File: src/hw/rtl/base64_stream_encoder_core_assert.svh
// Assertion macros for the encoder RTL, used by the back end.
// Defining NO_ASSERTIONS turns every check into nothing.
`ifndef BASE64_STREAM_ENCODER_CORE_ASSERT_SVH
`define BASE64_STREAM_ENCODER_CORE_ASSERT_SVH
`ifndef NO_ASSERTIONS
// Check that is switched off while reset is held.
`define B64E_ASSERT(lbl, clk, rst_n, prop, msg) \
    lbl: assert property (@(posedge clk) disable iff (!rst_n) prop) else $error(msg);
// Check that also applies during reset.
`define B64E_ASSERT_ALWAYS(lbl, clk, prop, msg) \
    lbl: assert property (@(posedge clk) prop) else $error(msg);
`else
`define B64E_ASSERT(lbl, clk, rst_n, prop, msg)
`define B64E_ASSERT_ALWAYS(lbl, clk, prop, msg)
`endif
`endif

File: src/hw/rtl/b64e_pkg.sv
// Shared types, constants and the alphabet lookup for the Base64 encoder.
// Depends on nothing; the front end, queue, back end, top level and testbench use it.
package b64e_pkg;

    // Default depth of the job queue between front and back.
    localparam int QUEUE_DEPTH_DEF = 2;

    // Position of the next byte within its three-byte group.
    typedef enum logic [1:0] {
        GRP_POS0 = 2'd0,
        GRP_POS1 = 2'd1,
        GRP_POS2 = 2'd2
    } t_grp_pos;

    localparam logic [6:0] PAD_CHAR = 7'h3D;

    // Offsets that map an alphabet index onto its ASCII code.
    localparam logic [6:0] UPPER_BASE  = 7'h41;   // 'A'
    localparam logic [6:0] LOWER_OFFS  = 7'h47;   // 'a' - 26
    localparam logic [6:0] DIGIT_OFFS  = 7'h04;   // 52 - '0', subtracted
    localparam logic [6:0] PLUS_CHAR   = 7'h2B;
    localparam logic [6:0] SLASH_CHAR  = 7'h2F;
    localparam logic [5:0] LOWER_START = 6'd26;
    localparam logic [5:0] DIGIT_START = 6'd52;
    localparam logic [5:0] PLUS_INDEX  = 6'd62;

    // One classified byte: up to four characters for the back end.
    typedef struct packed {
        logic [3:0][5:0] sym;        // alphabet index per slot
        logic [3:0]      pad;        // slot carries '=' instead of a symbol
        logic [1:0]      last_slot;  // index of the final slot of this byte
    } t_job;

    // Write side of the job queue.
    typedef struct packed {
        logic valid;
        t_job job;
    } t_job_wr;

    // Read side of the job queue.
    typedef struct packed {
        logic valid;
        t_job job;
    } t_job_rd;

    // Standard alphabet: A-Z, a-z, 0-9, '+', '/'.
    function automatic logic [6:0] b64_char(input logic [5:0] idx);
        logic [6:0] ch;
        if (idx < LOWER_START) begin
            ch = {1'b0, idx} + UPPER_BASE;
        end else if (idx < DIGIT_START) begin
            ch = {1'b0, idx} + LOWER_OFFS;
        end else if (idx < PLUS_INDEX) begin
            ch = {1'b0, idx} - DIGIT_OFFS;
        end else if (idx == PLUS_INDEX) begin
            ch = PLUS_CHAR;
        end else begin
            ch = SLASH_CHAR;
        end
        return ch;
    endfunction

endpackage

File: src/hw/rtl/b64e_intf.sv
// Valid/ready stream interfaces for the encoder's byte input and character output.
// Standalone; no package dependency.
interface b64e_in_if;
    logic       valid;
    logic       ready;
    logic [7:0] data_byte;
    logic       last_byte;

    modport source (output valid, output data_byte, output last_byte, input ready);
    modport sink   (input valid, input data_byte, input last_byte, output ready);
endinterface

interface b64e_out_if;
    logic       valid;
    logic       ready;
    logic [6:0] out_char;
    logic       end_of_run;

    modport source (output valid, output out_char, output end_of_run, input ready);
    modport sink   (input valid, input out_char, input end_of_run, output ready);
endinterface

File: src/hw/rtl/b64e_front.sv
// Front end: accepts bytes, tracks the group position and leftover bits,
// and turns each byte into a character job. Uses b64e_pkg and b64e_in_if.
module b64e_front (
    input  logic                i_clk,
    input  logic                i_rst_n,
    b64e_in_if.sink             i_in,
    input  logic                i_q_full,
    output b64e_pkg::t_job_wr   o_push
);

    b64e_pkg::t_grp_pos r_pos, n_pos;
    logic [3:0]         r_carry, n_carry;
    b64e_pkg::t_job     w_job;
    logic               w_take;
    logic [7:0]         w_b;

    assign i_in.ready = !i_q_full;
    assign w_take     = i_in.valid && !i_q_full;
    assign w_b        = i_in.data_byte;

    // Classify the byte against the current group position.
    always_comb begin
        n_pos         = r_pos;
        n_carry       = r_carry;
        w_job.sym     = '0;
        w_job.pad     = '0;
        w_job.last_slot = 2'd0;
        unique case (r_pos)
            b64e_pkg::GRP_POS1: begin
                w_job.sym[0] = {r_carry[1:0], w_b[7:4]};
                if (i_in.last_byte) begin
                    w_job.sym[1]    = {w_b[3:0], 2'b00};
                    w_job.pad[2]    = 1'b1;
                    w_job.last_slot = 2'd2;
                    n_pos           = b64e_pkg::GRP_POS0;
                    n_carry         = 4'd0;
                end else begin
                    n_pos   = b64e_pkg::GRP_POS2;
                    n_carry = w_b[3:0];
                end
            end
            b64e_pkg::GRP_POS2: begin
                w_job.sym[0]    = {r_carry, w_b[7:6]};
                w_job.sym[1]    = w_b[5:0];
                w_job.last_slot = 2'd1;
                n_pos           = b64e_pkg::GRP_POS0;
                n_carry         = 4'd0;
            end
            default: begin
                // Group start; an unused position code behaves the same way.
                w_job.sym[0] = w_b[7:2];
                if (i_in.last_byte) begin
                    w_job.sym[1]    = {w_b[1:0], 4'b0000};
                    w_job.pad[2]    = 1'b1;
                    w_job.pad[3]    = 1'b1;
                    w_job.last_slot = 2'd3;
                    n_pos           = b64e_pkg::GRP_POS0;
                    n_carry         = 4'd0;
                end else begin
                    n_pos   = b64e_pkg::GRP_POS1;
                    n_carry = {2'b00, w_b[1:0]};
                end
            end
        endcase
    end

    assign o_push.valid = w_take;
    assign o_push.job   = w_job;

    // Group state advances only on an accepted request.
    always_ff @(posedge i_clk) begin
        if (!i_rst_n) begin
            r_pos   <= b64e_pkg::GRP_POS0;
            r_carry <= 4'd0;
        end else if (w_take) begin
            r_pos   <= n_pos;
            r_carry <= n_carry;
        end
    end

endmodule

File: src/hw/rtl/b64e_queue.sv
// Small FIFO of character jobs between the front and back ends.
// Uses b64e_pkg for the job types.
module b64e_queue #(
    parameter int DEPTH = b64e_pkg::QUEUE_DEPTH_DEF
) (
    input  logic               i_clk,
    input  logic               i_rst_n,
    input  b64e_pkg::t_job_wr  i_push,
    output logic               o_full,
    input  logic               i_pop,
    output b64e_pkg::t_job_rd  o_head
);

    localparam int PTR_W = (DEPTH > 1) ? $clog2(DEPTH) : 1;
    localparam int CNT_W = $clog2(DEPTH + 1);

    b64e_pkg::t_job   r_mem [DEPTH];
    logic [PTR_W-1:0] r_wr_ptr, r_rd_ptr;
    logic [CNT_W-1:0] r_count;
    logic             w_push, w_pop;

    assign o_full      = (r_count == CNT_W'(DEPTH));
    assign w_push      = i_push.valid && !o_full;
    assign w_pop       = i_pop && (r_count != '0);
    assign o_head.valid = (r_count != '0);
    assign o_head.job   = r_mem[r_rd_ptr];

    // Storage needs no reset; entries are read only after being written.
    always_ff @(posedge i_clk) begin
        if (w_push) begin
            r_mem[r_wr_ptr] <= i_push.job;
        end
    end

    // Pointers wrap at the configured depth.
    always_ff @(posedge i_clk) begin
        if (!i_rst_n) begin
            r_wr_ptr <= '0;
            r_rd_ptr <= '0;
            r_count  <= '0;
        end else begin
            if (w_push) begin
                r_wr_ptr <= (r_wr_ptr == PTR_W'(DEPTH - 1)) ? '0 : r_wr_ptr + PTR_W'(1);
            end
            if (w_pop) begin
                r_rd_ptr <= (r_rd_ptr == PTR_W'(DEPTH - 1)) ? '0 : r_rd_ptr + PTR_W'(1);
            end
            if (w_push && !w_pop) begin
                r_count <= r_count + CNT_W'(1);
            end else if (w_pop && !w_push) begin
                r_count <= r_count - CNT_W'(1);
            end
        end
    end

endmodule

File: src/hw/rtl/b64e_back.sv
// Back end: walks each job slot by slot and drives one character per cycle,
// while the receiver is ready, through an output register. Uses b64e_pkg, b64e_out_if and the assert macros.
`include "base64_stream_encoder_core_assert.svh"

module b64e_back (
    input  logic               i_clk,
    input  logic               i_rst_n,
    input  b64e_pkg::t_job_rd  i_head,
    output logic               o_pop,
    b64e_out_if.source         o_out
);

    b64e_pkg::t_job r_job;
    logic [1:0]     r_slot;
    logic           r_active;
    logic           r_valid;
    logic [6:0]     r_char, n_char;
    logic           r_end, n_end;
    logic           w_load;
    logic           w_finish;

    // The output register may take a new character when empty or being drained.
    assign w_load   = !r_valid || o_out.ready;
    assign w_finish = r_active && w_load && (r_slot == r_job.last_slot);
    assign o_pop    = i_head.valid && (!r_active || w_finish);

    // Character for the current slot.
    always_comb begin
        n_end  = (r_slot == r_job.last_slot);
        n_char = r_job.pad[r_slot] ? b64e_pkg::PAD_CHAR : b64e_pkg::b64_char(r_job.sym[r_slot]);
    end

    // Job and slot tracking.
    always_ff @(posedge i_clk) begin
        if (!i_rst_n) begin
            r_active <= 1'b0;
        end else if (o_pop) begin
            r_active <= 1'b1;
        end else if (w_finish) begin
            r_active <= 1'b0;
        end
    end

    always_ff @(posedge i_clk) begin
        if (o_pop) begin
            r_job  <= i_head.job;
            r_slot <= 2'd0;
        end else if (r_active && w_load) begin
            r_slot <= r_slot + 2'd1;
        end
    end

    // Output register.
    always_ff @(posedge i_clk) begin
        if (!i_rst_n) begin
            r_valid <= 1'b0;
        end else if (w_load) begin
            r_valid <= r_active;
        end
    end

    always_ff @(posedge i_clk) begin
        if (w_load && r_active) begin
            r_char <= n_char;
            r_end  <= n_end;
        end
    end

    assign o_out.valid      = r_valid;
    assign o_out.out_char   = r_char;
    assign o_out.end_of_run = r_end;

    // A job never runs past its final slot.
    `B64E_ASSERT(a_slot_bound, i_clk, i_rst_n, !(r_active && (r_slot > r_job.last_slot)), "slot beyond last slot")
    // A pop always starts a fresh job at its first slot.
    `B64E_ASSERT(a_pop_start, i_clk, i_rst_n, o_pop |=> (r_active && (r_slot == 2'd0)), "pop did not start job")
    // Pops only happen against a non-empty queue.
    `B64E_ASSERT(a_pop_nonempty, i_clk, i_rst_n, o_pop |-> i_head.valid, "pop from empty queue")
    // Reset empties the output register.
    `B64E_ASSERT_ALWAYS(a_rst_empty, i_clk, !i_rst_n |=> !r_valid, "output valid after reset")

endmodule

File: src/hw/rtl/base64_stream_encoder_core.sv
// Base64 stream encoder top level: front end, job queue and back end.
// A taken byte's job is written into the queue and loaded into the back end's job register,
// and its characters are then registered at the output, one character per cycle while
// the receiver is ready; a byte yields one to four characters.
// Reset (synchronous, active low) empties the queue and clears the group position.
module base64_stream_encoder_core #(
    parameter int QUEUE_DEPTH = b64e_pkg::QUEUE_DEPTH_DEF
) (
    input  logic         i_clk,
    input  logic         i_rst_n,
    b64e_in_if.sink      i_in,
    b64e_out_if.source   o_out
);

    b64e_pkg::t_job_wr w_push;
    b64e_pkg::t_job_rd w_head;
    logic              w_full;
    logic              w_pop;

    b64e_front u_front (
        .i_clk    (i_clk),
        .i_rst_n  (i_rst_n),
        .i_in     (i_in),
        .i_q_full (w_full),
        .o_push   (w_push)
    );

    b64e_queue #(
        .DEPTH (QUEUE_DEPTH)
    ) u_queue (
        .i_clk   (i_clk),
        .i_rst_n (i_rst_n),
        .i_push  (w_push),
        .o_full  (w_full),
        .i_pop   (w_pop),
        .o_head  (w_head)
    );

    b64e_back u_back (
        .i_clk   (i_clk),
        .i_rst_n (i_rst_n),
        .i_head  (w_head),
        .o_pop   (w_pop),
        .o_out   (o_out)
    );

endmodule

File: src/flat_wrapper.sv
// flat-port wrapper written by rule: the top's interface ports become plain ports
module base64_stream_encoder_core_flat 
#(
    parameter int QUEUE_DEPTH = b64e_pkg::QUEUE_DEPTH_DEF
)
  (i_clk, i_rst_n, i_in_valid, i_in_data_byte, i_in_last_byte, i_in_ready, o_out_valid, o_out_out_char, o_out_end_of_run, o_out_ready);
  b64e_in_if i_in_i ();
  b64e_out_if o_out_i ();
  input  logic i_clk;
  input  logic i_rst_n;
  input wire logic [$bits(i_in_i.valid)-1:0] i_in_valid;
  input wire logic [$bits(i_in_i.data_byte)-1:0] i_in_data_byte;
  input wire logic [$bits(i_in_i.last_byte)-1:0] i_in_last_byte;
  output wire logic [$bits(i_in_i.ready)-1:0] i_in_ready;
  output wire logic [$bits(o_out_i.valid)-1:0] o_out_valid;
  output wire logic [$bits(o_out_i.out_char)-1:0] o_out_out_char;
  output wire logic [$bits(o_out_i.end_of_run)-1:0] o_out_end_of_run;
  input wire logic [$bits(o_out_i.ready)-1:0] o_out_ready;
  assign i_in_i.valid = i_in_valid;
  assign i_in_i.data_byte = i_in_data_byte;
  assign i_in_i.last_byte = i_in_last_byte;
  assign i_in_ready = i_in_i.ready;
  assign o_out_valid = o_out_i.valid;
  assign o_out_out_char = o_out_i.out_char;
  assign o_out_end_of_run = o_out_i.end_of_run;
  assign o_out_i.ready = o_out_ready;
  base64_stream_encoder_core #(.QUEUE_DEPTH(QUEUE_DEPTH)) u_core (.i_clk(i_clk), .i_rst_n(i_rst_n), .i_in(i_in_i), .o_out(o_out_i));
endmodule
File: config.mk
export PLATFORM = sky130hd
export DESIGN_NAME = base64_stream_encoder_core_flat
export DESIGN_NICKNAME = d
export VERILOG_FILES = /design/src/hw/rtl/b64e_pkg.sv /design/src/hw/rtl/b64e_intf.sv /design/src/hw/rtl/b64e_front.sv /design/src/hw/rtl/b64e_queue.sv /design/src/hw/rtl/b64e_back.sv /design/src/hw/rtl/base64_stream_encoder_core.sv /design/src/flat_wrapper.sv
export VERILOG_INCLUDE_DIRS = /design/src /design/src/hw/rtl
export SDC_FILE = /design/constraint.sdc
export NUM_CORES = 1
export LEC_CHECK = 0
export ABC_AREA = 1
export BUFFER_PORTS_ARGS = -buffer_cell sky130_fd_sc_hd__buf_4
export CORE_MARGIN = 5
export CORE_UTILIZATION = 45
export DETAILED_ROUTE_END_ITERATION = 16
export PLACE_DENSITY_LB_ADDON = 0.2
export SLEW_MARGIN = 30
export SYNTH_ARGS = -nofsm -noshare
export SYNTH_HDL_FRONTEND = slang
export SYNTH_SLANG_ARGS = --single-unit
File: constraint.sdc
create_clock -name i_clk -period 2.7 [get_ports i_clk]
set_input_delay 0.27 -clock i_clk [delete_from_list [all_inputs] [get_ports i_clk]]
set_output_delay 0.27 -clock i_clk [all_outputs]
set_load 0.02 [all_outputs]
=== Word-level counts from Yosys, hierarchy flattened ===
Memories as Yosys holds them, arrays and structs flattened. A register that Yosys moved wholly into a read port is not among the register bits.
Cells that the tools add are included.

* Memories: 1
* RAM bits: 32
* Register bits after elaboration: 38
* Output and inout bits: 10
* Bits of input ports: 13
* Logic and storage cells: 81

{| class="wikitable"
|+ Memory list
! memory !! depth !! width !! read ports !! clocked after Yosys merged registers in !! write ports !! RTL line !! text
|-
| u_core.u_queue.r_mem || 2 || 16 || 1 || 1 || 1 || b64e_queue.sv:17 || <nowiki>b64e_pkg::t_job r_mem [DEPTH];</nowiki>
|}

* Muxes and demuxes: 31
* Add/sub/neg operators: 8
* Order comparisons: 4
* Equality and inequality tests: 5
* Reductions and logical operators: 19

{| class="wikitable"
|+ Operator list
! cell !! count
|-
| $pmux 12 s2 || 1
|-
| $mux 7 || 3
|-
| $mux 6 || 3
|-
| $add 6x7->7 const B || 2
|-
| $bmux 6 s2 || 1
|-
| $lt 6x6->1 const B || 2
|-
| $mux 2 || 6
|-
| $mux 1 || 10
|-
| $logic_and 1x1->1 || 8
|-
| $pmux 2 s2 || 2
|-
| $pmux 4 s2 || 1
|-
| $sub 6x3->7 const B || 1
|-
| $eq 6x6->1 const B || 1
|-
| $lt 6x5->1 const B || 1
|-
| $reduce_bool 2->1 || 3
|-
| $logic_not 1->1 || 5
|-
| $add 2x1->2 const B || 2
|-
| $eq 2x2->1 const B || 2
|-
| $mux 4 || 1
|-
| $lt 2x3->1 const B || 1
|-
| $mux 3 || 1
|-
| $add 1x1->1 const B || 2
|-
| $bmux 1 s2 || 1
|-
| $eq 2x1->1 const B || 1
|-
| 5 further kinds || 6
|}

=== Depth between registers and ports, before layout ===
* Depth in word-level cells: 10
* Gate-level depth with buffers: 12
* Mapped depth without buffers: 12

=== By module ===
Synthesis repeated with hierarchy kept, for this count alone.

* Cell total of the unflattened synthesis: 448
* Area, all modules: 5427.7 µm²

{| class="wikitable"
|+ Modules (own cells, without submodules)
! module !! cells an instance !! seq. area each (µm²) !! area each (µm²) !! times used
|-
| b64e_queue || 130 || 1901.8 || 2533.7 || 1
|-
| b64e_back || 213 || 1221.2 || 2205.9 || 1
|-
| b64e_front || 105 || 120.1 || 688.2 || 1
|}

=== Worst setup path before layout ===
OpenSTA, ideal clock, no wires.

* Path kind: flip-flop to flip-flop
* From: register u_core.u_back.r_slot[0]
* To: register u_core.u_queue.r_count[1]
* Stages on the path, launching flop included: 13
* Period minus slack after synthesis: 2011 ps
* Setup slack: 689 ps
* Arrival time: 1889 ps
* Library setup time: 122 ps
* Path buffers: 1
* Data required time: 2578 ps
* Path through: dfxtp_1 > inv_2 > buf_6 > or2_1 > nand3_2 > o21ai_2 > and2_4 > inv_1 > ha_1 > a21oi_1 > o21ai_0 > o21ai_0 > a21oi_1

* Word-level cells in the longest chain between the ends: 8
* Elaborated cells on any way between the ends: 10
* Classes of those cells: eq/ne: 1; mux: 1; reduce/logical: 8

{| class="wikitable"
|+ Ends and longest elaborated chain
! element !! RTL line !! text
|-
| start, declared || b64e_back.sv:14 || <nowiki>logic [1:0] r_slot;</nowiki>
|-
| start signal, assigned || b64e_back.sv:49 || <nowiki>r_slot <= r_slot + 2'd1;</nowiki>
|-
| $eq 2x2->1 * || b64e_back.sv:24 || <nowiki>assign w_finish = r_active && w_load && (r_slot == r_job.last_slot);</nowiki>
|-
| $logic_and 1x1->1 * || b64e_back.sv:24 ||
|-
| $logic_or 1x1->1 * || b64e_back.sv:25 || <nowiki>assign o_pop = i_head.valid && (!r_active || w_finish);</nowiki>
|-
| $logic_and 1x1->1 * || b64e_back.sv:25 ||
|-
| via u_core.u_back.o_pop || b64e_back.sv:9 || <nowiki>output logic o_pop,</nowiki>
|-
| $logic_and 1x1->1 * || b64e_queue.sv:24 || <nowiki>assign w_pop = i_pop && (r_count != '0);</nowiki>
|-
| $logic_not 1->1 || b64e_queue.sv:48 || <nowiki>if (w_push && !w_pop) begin</nowiki>
|-
| $logic_and 1x1->1 || b64e_queue.sv:48 ||
|-
| $mux 2 / $reduce_bool 2->1 (equally long branches) || -- ||
|-
| end signal, assigned || b64e_queue.sv:49 || <nowiki>r_count <= r_count + CNT_W'(1);</nowiki>
|-
| end signal, assigned || b64e_queue.sv:51 || <nowiki>r_count <= r_count - CNT_W'(1);</nowiki>
|-
| end, declared || b64e_queue.sv:19 || <nowiki>logic [CNT_W-1:0] r_count;</nowiki>
|}

Mark *: on every way through the listed nets, which the timed path passes. The rest lies on a longest branch.
A chain may end at the register's enable or synchronous reset.

=== Worst setup path in the final report ===
Same ends and word-level chain as after synthesis.

==> run metrics <==
status complete, no violations; first-pass GRT wire length between 9 and 10 mm; DR iter-0 viols ~130; number of buffers created by CTS 9; # clock sinks 70; IO buf count 22; Crit path required time ~3 ns; number of setup buffers added after CTS 0; critical path's largest stage delay just under 0.6 ns; register bit count reported by yosys 70; FFs w/ async S/R, synth 0%; Cells after Synth roughly 320; area leader, netlist edfxtp_1; ant diodes 0; drt drc 0; CTS root buf clkbuf_8; main combinational cell family by area after synthesis simple AND/OR/NAND/NOR gates; Final ANT Viol Nets 0; die boundary width a little under 100 um; # nets final ~370; fraction of the mapped netlist area in adder cells 2.230%; fmax 440.5 MHz; area share of the largest cell type after synthesis approximately 50%; crit start category register; Final Hold Fails 0; share of cells above drive strength 1 roughly 25%; largest net degree at the start of global routing 19; vias in the first global route between 2000 and 2500; Synth Area in Compound Gates between 6 and 7%; Detailed Routing Iterations Pass 1 5; Hold Crit Class in -> reg; Core Footprint between 7000 and 8000 um2; register area share after synthesis 58.29%; # resized after CTS 0; setup tns final 0 ns; Post-Syn Area per Cell approximately 11 um2; Post-synth EDFFs 56; Flop pwr share 36.8%; PwrDens around 1300 nW/um2; Internal 0.003019 W; Worst-path clk slew 0.07 ns; Post-Route WL slightly below 6 mm; clock power share 20.4%; Initial Util 46.40%; peak supply drop roughly 0.47 mV; period utilization 84.09%; Final Max Slew Viols 0; most numerous cell in the Yosys netlist nand2_1; gpl congestion slightly above 0.9; Total GRT Usage 13.95%; crit-path max FO 12; Die H between 90 and 100 um; Clock Skew roughly 0.0074 ns; Synth area leaders edfxtp_1, dfxtp_1, nand2_1; post-DR vias/cell between 4 and 5; cell area after layout between 3000 and 4000 um2; xor/xnor share of the synthesized area less than 1%; DR WL/cell 13.08 um; antenna violations before repair 0; Remaining Overflow, GRT 0; area of placed instances roughly 3600 um2; Mapped Nets around 340; Main synth FF type edfxtp_1; Clk Latency, worst-skew pair 0.33 ns; CP cell instances inv_2 -> nand2_1 -> nand3_2 -> o21ai_2 -> and2_4 -> inv_1 -> ha_1 -> a21oi_1 -> o21ai_0 -> o21ai_0 -> a21oi_1; number of fill cells in the layout between 600 and 700; row cnt 31; Slew HR between 40% and 50%; Net Sw Frac 38.05%; post-synth cell types 38; Synth Cell Area approximately 3400 um2; Arrival @ worst endpoint approximately 2.5 ns; Die Area between 9000 and 10000 um2; P_leak 1.585 nW; Ys Warns 0; Crit-path slowest cell dfxtp_1; crit path time final between 2 and 2.5 ns; Area growth, synth to finish 15.09%; CTS tree built; hold_buf cts 0; H-tree depth 3; maximum clock insertion buffer count 2; switching power around 0.0019 W; final setup fails 0; HPWL Detailed roughly 4.3 mm; vias about 2200; I/O Pins 23; mux contribution to synthesized area approximately 5.4%; maximum capacitance violations 0; WS Path Type reg -> reg; Comb pwr share between 40 and 50%; RSZ-0062 raised after global routing false; post-synthesis simple-gate area fraction 21.04%; Least-Margin Pin Slew between 0.7 and 0.8 ns; commonest cells in the netlist nand2_1, edfxtp_1, inv_1; critical path endpoint category register
-- registers in the layout, indices dropped and copies added, names as in the netlist --
register                        cells
u_core.u_queue.r_mem               32
u_core.u_back.r_job                16
u_core.u_back.o_out.out_char        7
u_core.u_front.r_carry              4
u_core.u_back.r_slot                2
u_core.u_front.r_pos                2
u_core.u_queue.r_count              2
u_core.u_back.o_out.end_of_run      1
u_core.u_back.o_out.valid           1
u_core.u_back.r_active              1
u_core.u_queue.r_rd_ptr             1
u_core.u_queue.r_wr_ptr             1
-- metal layers --
metal,track usage (%),routed length (um),vias to the layer above
li1,-,-,1139
met1,17.74,2766,1010
met2,23.05,2866,48
met3,3.408,209,4
met4,5.257,46,0
met5,0,0,-
-- cell usage in the layout, fill, tap and decap left out, types with 2 or more instances in the layout --
master / n
inv_6: 2
nor2_4: 2
buf_4: 25
o21ai_0: 9
inv_2: 4
xor2_1: 3
ha_1: 6
a32o_1: 2
mux2_2: 16
o21ai_1: 2
nand3_2: 3
nor2_1: 15
nand2_4: 3
nand4_1: 3
dfxtp_1: 14
nand3_1: 23
clkbuf_1: 2
o211ai_1: 4
a211oi_1: 2
bufinv_16: 3
inv_1: 33
nand2_1: 69
nor2_2: 3
nand2_2: 10
clkbuf_8: 9
nand3_4: 2
edfxtp_1: 56
a21oi_1: 14
-- kinds of logic after synthesis --
group	Yosys count
AOI/OAI and AO/OA	37
xor gates and xnor gates	3
adders and majority gates	6
buffers and inverters	45
DFF	70
muxes	16
and+or+nand+nor	139
-- path summary, 6_finish.rpt --
check | slack, ns | from | cells past startpoint | to
setup / recovery | 0.43 | u_core.u_back.r_slot[0]$_SDFFE_PP0P_ | 11 | u_core.u_queue.r_count[1]$_SDFFE_PN0P_
hold / removal | 0.22 | i_rst_n | 2 | u_core.u_front.r_pos[1]$_SDFFE_PN0P_
setup reg to reg | 0.43 | u_core.u_back.r_slot[0]$_SDFFE_PP0P_ | 11 | u_core.u_queue.r_count[1]$_SDFFE_PN0P_
hold reg to reg | 0.48 | u_core.u_front.r_carry[2]$_SDFFE_PN0P_ | 2 | u_core.u_front.r_carry[2]$_SDFFE_PN0P_
-- power by group through the flow --
stage / Sequential (W) / Combinational (W) / Clock (W)
finish: 0.00179 / 0.00208 / 0.000996
global route: 0.00183 / 0.00234 / 0.00106
CTS: 0.00180 / 0.00209 / 0.00102
detailed placement: 0.00182 / 0.00208 / 0
global placement: 0.00182 / 0.00207 / 0
floorplan: 0.00182 / 0.00160 / 0
-- critical path, delay by kind of cell, from the launching register on --
family / cells / cell delay, ns
AND/OR/NAND/NOR: 3 / 0.38
AO/OA/AOI/OAI: 5 / 0.63
buffers and inverters: 2 / 0.26
adder cells (fa/ha/maj): 1 / 0.31
flip-flops: 1 / 0.59
-- through the flow --
step                utilization [%]  instances  hold WS [ns]  setup WS, ns  power (W)
floorplan                         -        316        0.3878        0.6892   0.003423
CTS                           53.41        450        0.2030        0.4430   0.004908
global route                  53.41        450        0.2128        0.2315   0.005229
detailed placement            50.13        434        0.4643        0.4527   0.003905
global placement              50.13        434        0.4719        0.5186   0.003885
finish                        53.41        450        0.2190        0.4297   0.004874
-- cell type report --
| cell class | instances | area [um2] | share of cell area (%) |
|---|---|---|---|
| Clock buffer | 11 | 131.4 | 3.391 |
| Clock inverter | 5 | 106.4 | 2.745 |
| Inverter | 39 | 151.4 | 3.908 |
| Multi-Input combinational cell | 201 | 1211 | 31.27 |
| Sequential cell | 70 | 1962 | 50.65 |
| Tap cell | 99 | 123.9 | 3.198 |
| Timing Repair Buffer | 25 | 187.7 | 4.845 |
Note: power is estimated with default switching activity, not from simulation.
